File: src/plc_pkg.sv
// -----------------------------------------------------------------------------
// plc_pkg
// Shared types and constants for the piecewise linear calibration block.
// -----------------------------------------------------------------------------
package plc_pkg;

    localparam int NUM_POINTS_DEF = 21;
    localparam int FRAC_BITS_DEF  = 16;

    localparam int SAMPLE_W   = 32;
    localparam int INDEX_W    = 5;
    localparam int VALUE_W    = 48;
    localparam int DIFF_W     = SAMPLE_W + 1;
    localparam int ACC_W      = 2 * DIFF_W + 1;
    localparam int MAG_W      = 2 * DIFF_W;
    localparam int DEN_W      = 39;
    localparam int IN_DATA_W  = 104;
    localparam int OUT_DATA_W = 88;
    localparam int STATUS_W   = 2;

    typedef enum logic [1:0] {
        ST_LOADED   = 2'd0,
        ST_MEASURED = 2'd1,
        ST_UNCAL    = 2'd2,
        ST_BAD_IDX  = 2'd3
    } status_t;

    typedef enum logic [1:0] {
        RD_NONE,
        RD_STEP,
        RD_SEG,
        RD_SEG1
    } rd_sel_t;

    typedef enum logic [3:0] {
        S_IDLE,
        S_DECIDE,
        S_WALK,
        S_WCHK,
        S_FA,
        S_FB,
        S_PREP,
        S_MULA,
        S_MULB,
        S_DIVI,
        S_DIV,
        S_RND,
        S_OUT
    } state_t;

    typedef struct packed {
        logic    capture;
        logic    load_wr;
        rd_sel_t rd_sel;
        logic    walk;
        logic    walk_first;
        logic    fetch_a;
        logic    fetch_b;
        logic    prep;
        logic    mul_a;
        logic    mul_b;
        logic    div_init;
        logic    div_step;
        logic    round;
        logic    res_load;
        status_t res_code;
    } cmd_t;

    typedef struct packed {
        logic op;
        logic bad_index;
        logic loaded_all;
        logic cal_bad;
        logic out_busy;
    } stat_t;

endpackage

File: src/plc_ctrl.sv
// -----------------------------------------------------------------------------
// plc_ctrl
// Sequencer: decodes an item, walks the table, drives the multiply and the
// serial divide, and hands the result to the output register.
// -----------------------------------------------------------------------------
module plc_ctrl #(
    parameter int NUM_POINTS = plc_pkg::NUM_POINTS_DEF,
    parameter int FRAC_BITS  = plc_pkg::FRAC_BITS_DEF
) (
    input  logic           clk,
    input  logic           rst_n,
    input  logic           in_valid,
    output logic           in_ready,
    input  plc_pkg::stat_t stat,
    output plc_pkg::cmd_t  cmd,
    output logic [$clog2(((plc_pkg::MAG_W + FRAC_BITS) > NUM_POINTS ?
                   (plc_pkg::MAG_W + FRAC_BITS) : NUM_POINTS) + 1) - 1:0] step
);

    localparam int NW    = plc_pkg::MAG_W + FRAC_BITS;
    localparam int CNT_W = $clog2((NW > NUM_POINTS ? NW : NUM_POINTS) + 1);

    plc_pkg::state_t  state_reg, state_next;
    logic [CNT_W-1:0] cnt_reg, cnt_next;
    plc_pkg::status_t code_reg, code_next;

    always_ff @(posedge clk or negedge rst_n)
    begin
        if (!rst_n)
        begin
            state_reg <= plc_pkg::S_IDLE;
            cnt_reg   <= '0;
            code_reg  <= plc_pkg::ST_LOADED;
        end
        else
        begin
            state_reg <= state_next;
            cnt_reg   <= cnt_next;
            code_reg  <= code_next;
        end
    end

    assign step = cnt_reg;

    always_comb
    begin
        state_next   = state_reg;
        cnt_next     = cnt_reg;
        code_next    = code_reg;
        in_ready     = 1'b0;
        cmd          = '0;
        cmd.rd_sel   = plc_pkg::RD_NONE;
        cmd.res_code = code_reg;
        case (state_reg)
            plc_pkg::S_IDLE:
            begin
                in_ready = 1'b1;
                if (in_valid)
                begin
                    cmd.capture = 1'b1;
                    state_next  = plc_pkg::S_DECIDE;
                end
            end
            plc_pkg::S_DECIDE:
            begin
                state_next = plc_pkg::S_OUT;
                if (!stat.op)
                begin
                    if (stat.bad_index)
                        code_next = plc_pkg::ST_BAD_IDX;
                    else
                    begin
                        cmd.load_wr = 1'b1;
                        code_next   = plc_pkg::ST_LOADED;
                    end
                end
                else if (!stat.loaded_all)
                    code_next = plc_pkg::ST_UNCAL;
                else
                begin
                    cnt_next   = '0;
                    state_next = plc_pkg::S_WALK;
                end
            end
            plc_pkg::S_WALK:
            begin
                if (cnt_reg < CNT_W'(NUM_POINTS))
                    cmd.rd_sel = plc_pkg::RD_STEP;
                if (cnt_reg != '0)
                begin
                    cmd.walk       = 1'b1;
                    cmd.walk_first = (cnt_reg == CNT_W'(1));
                end
                if (cnt_reg == CNT_W'(NUM_POINTS))
                    state_next = plc_pkg::S_WCHK;
                else
                    cnt_next = cnt_reg + 1'b1;
            end
            plc_pkg::S_WCHK:
            begin
                cmd.rd_sel = plc_pkg::RD_SEG;
                if (stat.cal_bad)
                begin
                    code_next  = plc_pkg::ST_UNCAL;
                    state_next = plc_pkg::S_OUT;
                end
                else
                    state_next = plc_pkg::S_FA;
            end
            plc_pkg::S_FA:
            begin
                cmd.fetch_a = 1'b1;
                cmd.rd_sel  = plc_pkg::RD_SEG1;
                state_next  = plc_pkg::S_FB;
            end
            plc_pkg::S_FB:
            begin
                cmd.fetch_b = 1'b1;
                state_next  = plc_pkg::S_PREP;
            end
            plc_pkg::S_PREP:
            begin
                cmd.prep   = 1'b1;
                state_next = plc_pkg::S_MULA;
            end
            plc_pkg::S_MULA:
            begin
                cmd.mul_a  = 1'b1;
                state_next = plc_pkg::S_MULB;
            end
            plc_pkg::S_MULB:
            begin
                cmd.mul_b  = 1'b1;
                state_next = plc_pkg::S_DIVI;
            end
            plc_pkg::S_DIVI:
            begin
                cmd.div_init = 1'b1;
                cnt_next     = '0;
                state_next   = plc_pkg::S_DIV;
            end
            plc_pkg::S_DIV:
            begin
                cmd.div_step = 1'b1;
                if (cnt_reg == CNT_W'(NW - 1))
                    state_next = plc_pkg::S_RND;
                else
                    cnt_next = cnt_reg + 1'b1;
            end
            plc_pkg::S_RND:
            begin
                cmd.round  = 1'b1;
                code_next  = plc_pkg::ST_MEASURED;
                state_next = plc_pkg::S_OUT;
            end
            plc_pkg::S_OUT:
            begin
                if (!stat.out_busy)
                begin
                    cmd.res_load = 1'b1;
                    state_next   = plc_pkg::S_IDLE;
                end
            end
            default:
            begin
                state_next = plc_pkg::S_IDLE;
            end
        endcase
    end

endmodule

File: config.mk
export PLATFORM = sky130hd
export DESIGN_NAME = plc_ctrl
export DESIGN_NICKNAME = d
export VERILOG_FILES = /design/src/plc_pkg.sv /design/src/plc_ctrl.sv
export SDC_FILE = /design/constraint.sdc
export NUM_CORES = 1
export LEC_CHECK = 0
export ABC_AREA = 1
export BUFFER_PORTS_ARGS = -buffer_cell sky130_fd_sc_hd__buf_2
export CAP_MARGIN = 25
export CORE_ASPECT_RATIO = 1.25
export CORE_MARGIN = 1.5
export CORE_UTILIZATION = 30
export CTS_CLUSTER_DIAMETER = 150
export CTS_CLUSTER_SIZE = 28
export DETAILED_ROUTE_END_ITERATION = 12
export PLACE_DENSITY = 0.51
export SLEW_MARGIN = 15
export SYNTH_ARGS = -nofsm -noshare
export SYNTH_HDL_FRONTEND = slang
export SYNTH_SLANG_ARGS = --single-unit
File: constraint.sdc
create_clock -name clk -period 1.6 [get_ports clk]
set_clock_uncertainty 0.05 [all_clocks]
set_input_delay 0.32 -clock clk [delete_from_list [all_inputs] [get_ports clk]]
set_output_delay 0.32 -clock clk [all_outputs]
set_load 0.005 [all_outputs]
==> summary.txt <==
STA
  – Final Hold Vio Count: 0
  – WHS: 0.3448 ns
  – Final number of setup-violating endpoints: 8
  – Final Slew Violations: 0
  – Worst-margin pin slew: 0.3348 ns
  – Slew headroom: 77.68%
  – Fmax: 570.5 MHz
  – Setup WS post-layout: -0.1529 ns
  – Post-layout min period: 1.753 ns
  – Final Cycle Share: 109.6%
  – Setup repair after global routing missed its margin: true

Route
  – DR vias: 1348
  – Detailed-route DRC error count: 4
  – Drt via density: 4.902
  – Drt first pass iters: 8
  – DR WL/cell: 13.44 um
  – Drt initial violations: 88
  – Detailed Route WL: 3697 um
  – Final ANT Viol Nets: 0

Floorplanning
  – Die extent in x: 58.23 um
  – Core area: 0.003573 sq mm
  – Initial Utilization: 32.00%
  – Die Span Y: 72.03 um
  – Die area: 0.004194 sq mm
  – Site row count: 24
  – I/O pins: 33

Hold path
  – Worst Hold Path Cells: 3
  – Worst Hold Class: in2reg
  – HP Start: stat[0]
  – WHS Endpoint: state_reg[2]

Synthesis
  – Top cells by area, synth: dfrtp_1 (28%), nand2_1 (14%), nor2_1 (8.9%)
  – Count of unique library cells instantiated by Yosys: 30
  – Synthesized area: 0.001144 sq mm
  – Top cell type's share of synthesized area: 28.45%
  – Syn Inst Count: 169
  – Area leader, netlist: dfrtp_1
  – Sequential element share of the synthesized area: 28.45%
  – Yosys warnings: 0
  – Syn avg cell area: 6.767 sq um
  – Yosys reg bits: 13
  – Net Count, Synth: 180

Finish
  – Diode count: 0
  – Finished Cell Area: 0.001836 sq mm
  – Area delta synth->final: 60.50%
  – Largest register FFs: 7
  – Final net count: 248
  – Share of post-route cells with drive strength above 1: 50.00%

Place
  – RePlAce Congestion: 0.8793
  – Cell Area, Placed: 0.001443 sq mm
  – Placed wire-length estimate: 2592 um
  – Port Buffer Count: 32

CTS
  – Root buf cell: clkbuf_8
  – Reg clk slew, reported paths: 0.06 ns
  – H-tree levels: 1
  – Clock sink count: 13
  – Worst-Skew Late Latency: 0.24 ns
  – Cts bufs inserted: 3
  – Clock buffer depth: 2
  – CTS tree: yes

Worst setup path
  – Crit. End Element: output port
  – Critical Path Max Stage Delay: 0.44 ns
  – Worst-path cell chain: inv_2 -> ha_4 -> nor3b_4 -> a31oi_1 -> buf_2
  – Top Family by Delay on Critical Path: flip-flops
  – Crit path DAT: 1.38 ns
  – Req. time, crit path: 1.23 ns
  – R2R Path End: step[6]
  – Reg2Reg Depth: 10
  – Startpoint Class: flop
  – Slowest-stage cell, CP: dfrtp_2
  – Crit path buffers/inverters: 2
  – Reg-to-reg startpoint: step[0]
  – Reg2reg setup slack: 0.08 ns
  – Setup Crit Path Kind: reg2out
  – Critical-path maximum fanout: 4

Outcome
  – Violated checks: DRC, setup timing
  – Status: finished with violations

Power
  – Max VDD drop: 0.0002293 V
  – Tot Pwr: 0.0006577 W
  – Power per cell area: 358.3 mW/mm^2
  – Leakage: 0.9535 nW

Global route
  – Number of global-route vias before repair: 1328
  – Gr usage total: 17.92%
  – First-pass GRT wire length: 5906 um
  – Largest net degree at the start of global routing: 14
  – Initial antenna violation count: 0
  – GRT overflow: 0

Run
  – Max-Cap Viols: 0
-- layout by cell type, fill, tap and decap left out, types with 2 or more instances in the layout --
master,instances
a21oi_1,5
a31oi_1,2
buf_12,2
buf_2,32
buf_4,27
buf_6,2
clkbuf_8,3
dfrtp_1,6
dfrtp_2,7
ha_4,3
inv_1,11
inv_2,9
inv_4,2
nand2_1,41
nand2_2,3
nand2_4,3
nand2_8,3
nand3_1,13
nand3_4,3
nand4_1,4
nor2_1,20
nor2_2,4
nor2_4,9
nor3_1,3
o21ai_0,2
o21ai_1,4
-- where the power goes --
| group | switching, W | total (W) | internal (W) |
|---|---|---|---|
| Combinational | 0.0000174 | 0.0000286 | 0.0000112 |
| Sequential | 0.000000590 | 0.000331 | 0.000330 |
| Clock | 0.000122 | 0.000298 | 0.000176 |
-- worst min-delay path: stages --
cell	delay, ns
buf_2	0.11
nand3_1	0.10
nand2_1	0.07
-- timing repair --
action,in CTS,in global routing
gates resized for setup,28,21
hold endpoints to repair,13,0
pin swaps,3,6
hold buffers,1,0
buffers inserted,16,3
setup endpoints to repair,12,17
-- cell families (layout without fill, tap and decap cells) --
family / Yosys count / in the layout / share of synthesized area (%)
simple gates: 110 / 110 / 50.00
buf+inv: 25 / 92 / 8.753
compound gates: 16 / 16 / 7.987
flops: 13 / 13 / 28.45
fa+ha+maj: 3 / 3 / 3.283
xor+xnor: 2 / 2 / 1.532
-- cells in the mapped netlist, drive strengths merged --
cell type,count
nand2,50
nor2,33
inv,23
nand3,17
dfrtp,13
o21ai,7
a21oi,5
nand4,4
ha,3
nor3,3
a31oi,2
a21boi,1
buf,1
clkinv,1
nor2b,1
nor3b,1
nor4,1
o211ai,1
xnor2,1
xor2,1
-- worst max-delay path by stage --
stage | to | cells after the start | slack [ns] | from
after floorplan | step[6] | 9 | 0.15 | step[1]
after global placement | cmd[11] | 6 | 0.04 | state_reg[0]
after detailed placement | cmd[11] | 6 | 0.05 | state_reg[0]
after CTS | cmd[11] | 6 | -0.12 | state_reg[0]
after global routing | cmd[15] | 5 | -0.21 | state_reg[3]
final | cmd[12] | 5 | -0.15 | step[0]
-- per-stage QoR --
| step | TNS, ns | setup slack [ns] | util [%] | std cells |
|---|---|---|---|---|
| floorplan | 0 | 0.1519 | - | 169 |
| global placement | 0 | 0.03964 | 40.37 | 252 |
| detailed placement | 0 | 0.04978 | 40.37 | 252 |
| CTS | -0.6417 | -0.1182 | 48.25 | 273 |
| global route | -1.255 | -0.2064 | 51.37 | 275 |
| finish | -0.5601 | -0.1529 | 51.37 | 275 |
-- layer usage --
layer	track usage, %	share of wire, %
met1	20.78	41
met2	33.08	53
met3	2.496	4.6
met4	6.202	0.89
met5	0	0
-- area by class of cell --
class / count / area [sq um]
flip-flops and latches: 13 / 334.1
fillers: 330 / 1738
multi-input cells: 131 / 872.1
clock buffers: 4 / 45.04
inverters: 24 / 100.1
well taps: 39 / 48.80
repair buffers: 64 / 435.4
Note: power is estimated with default switching activity, not from simulation.
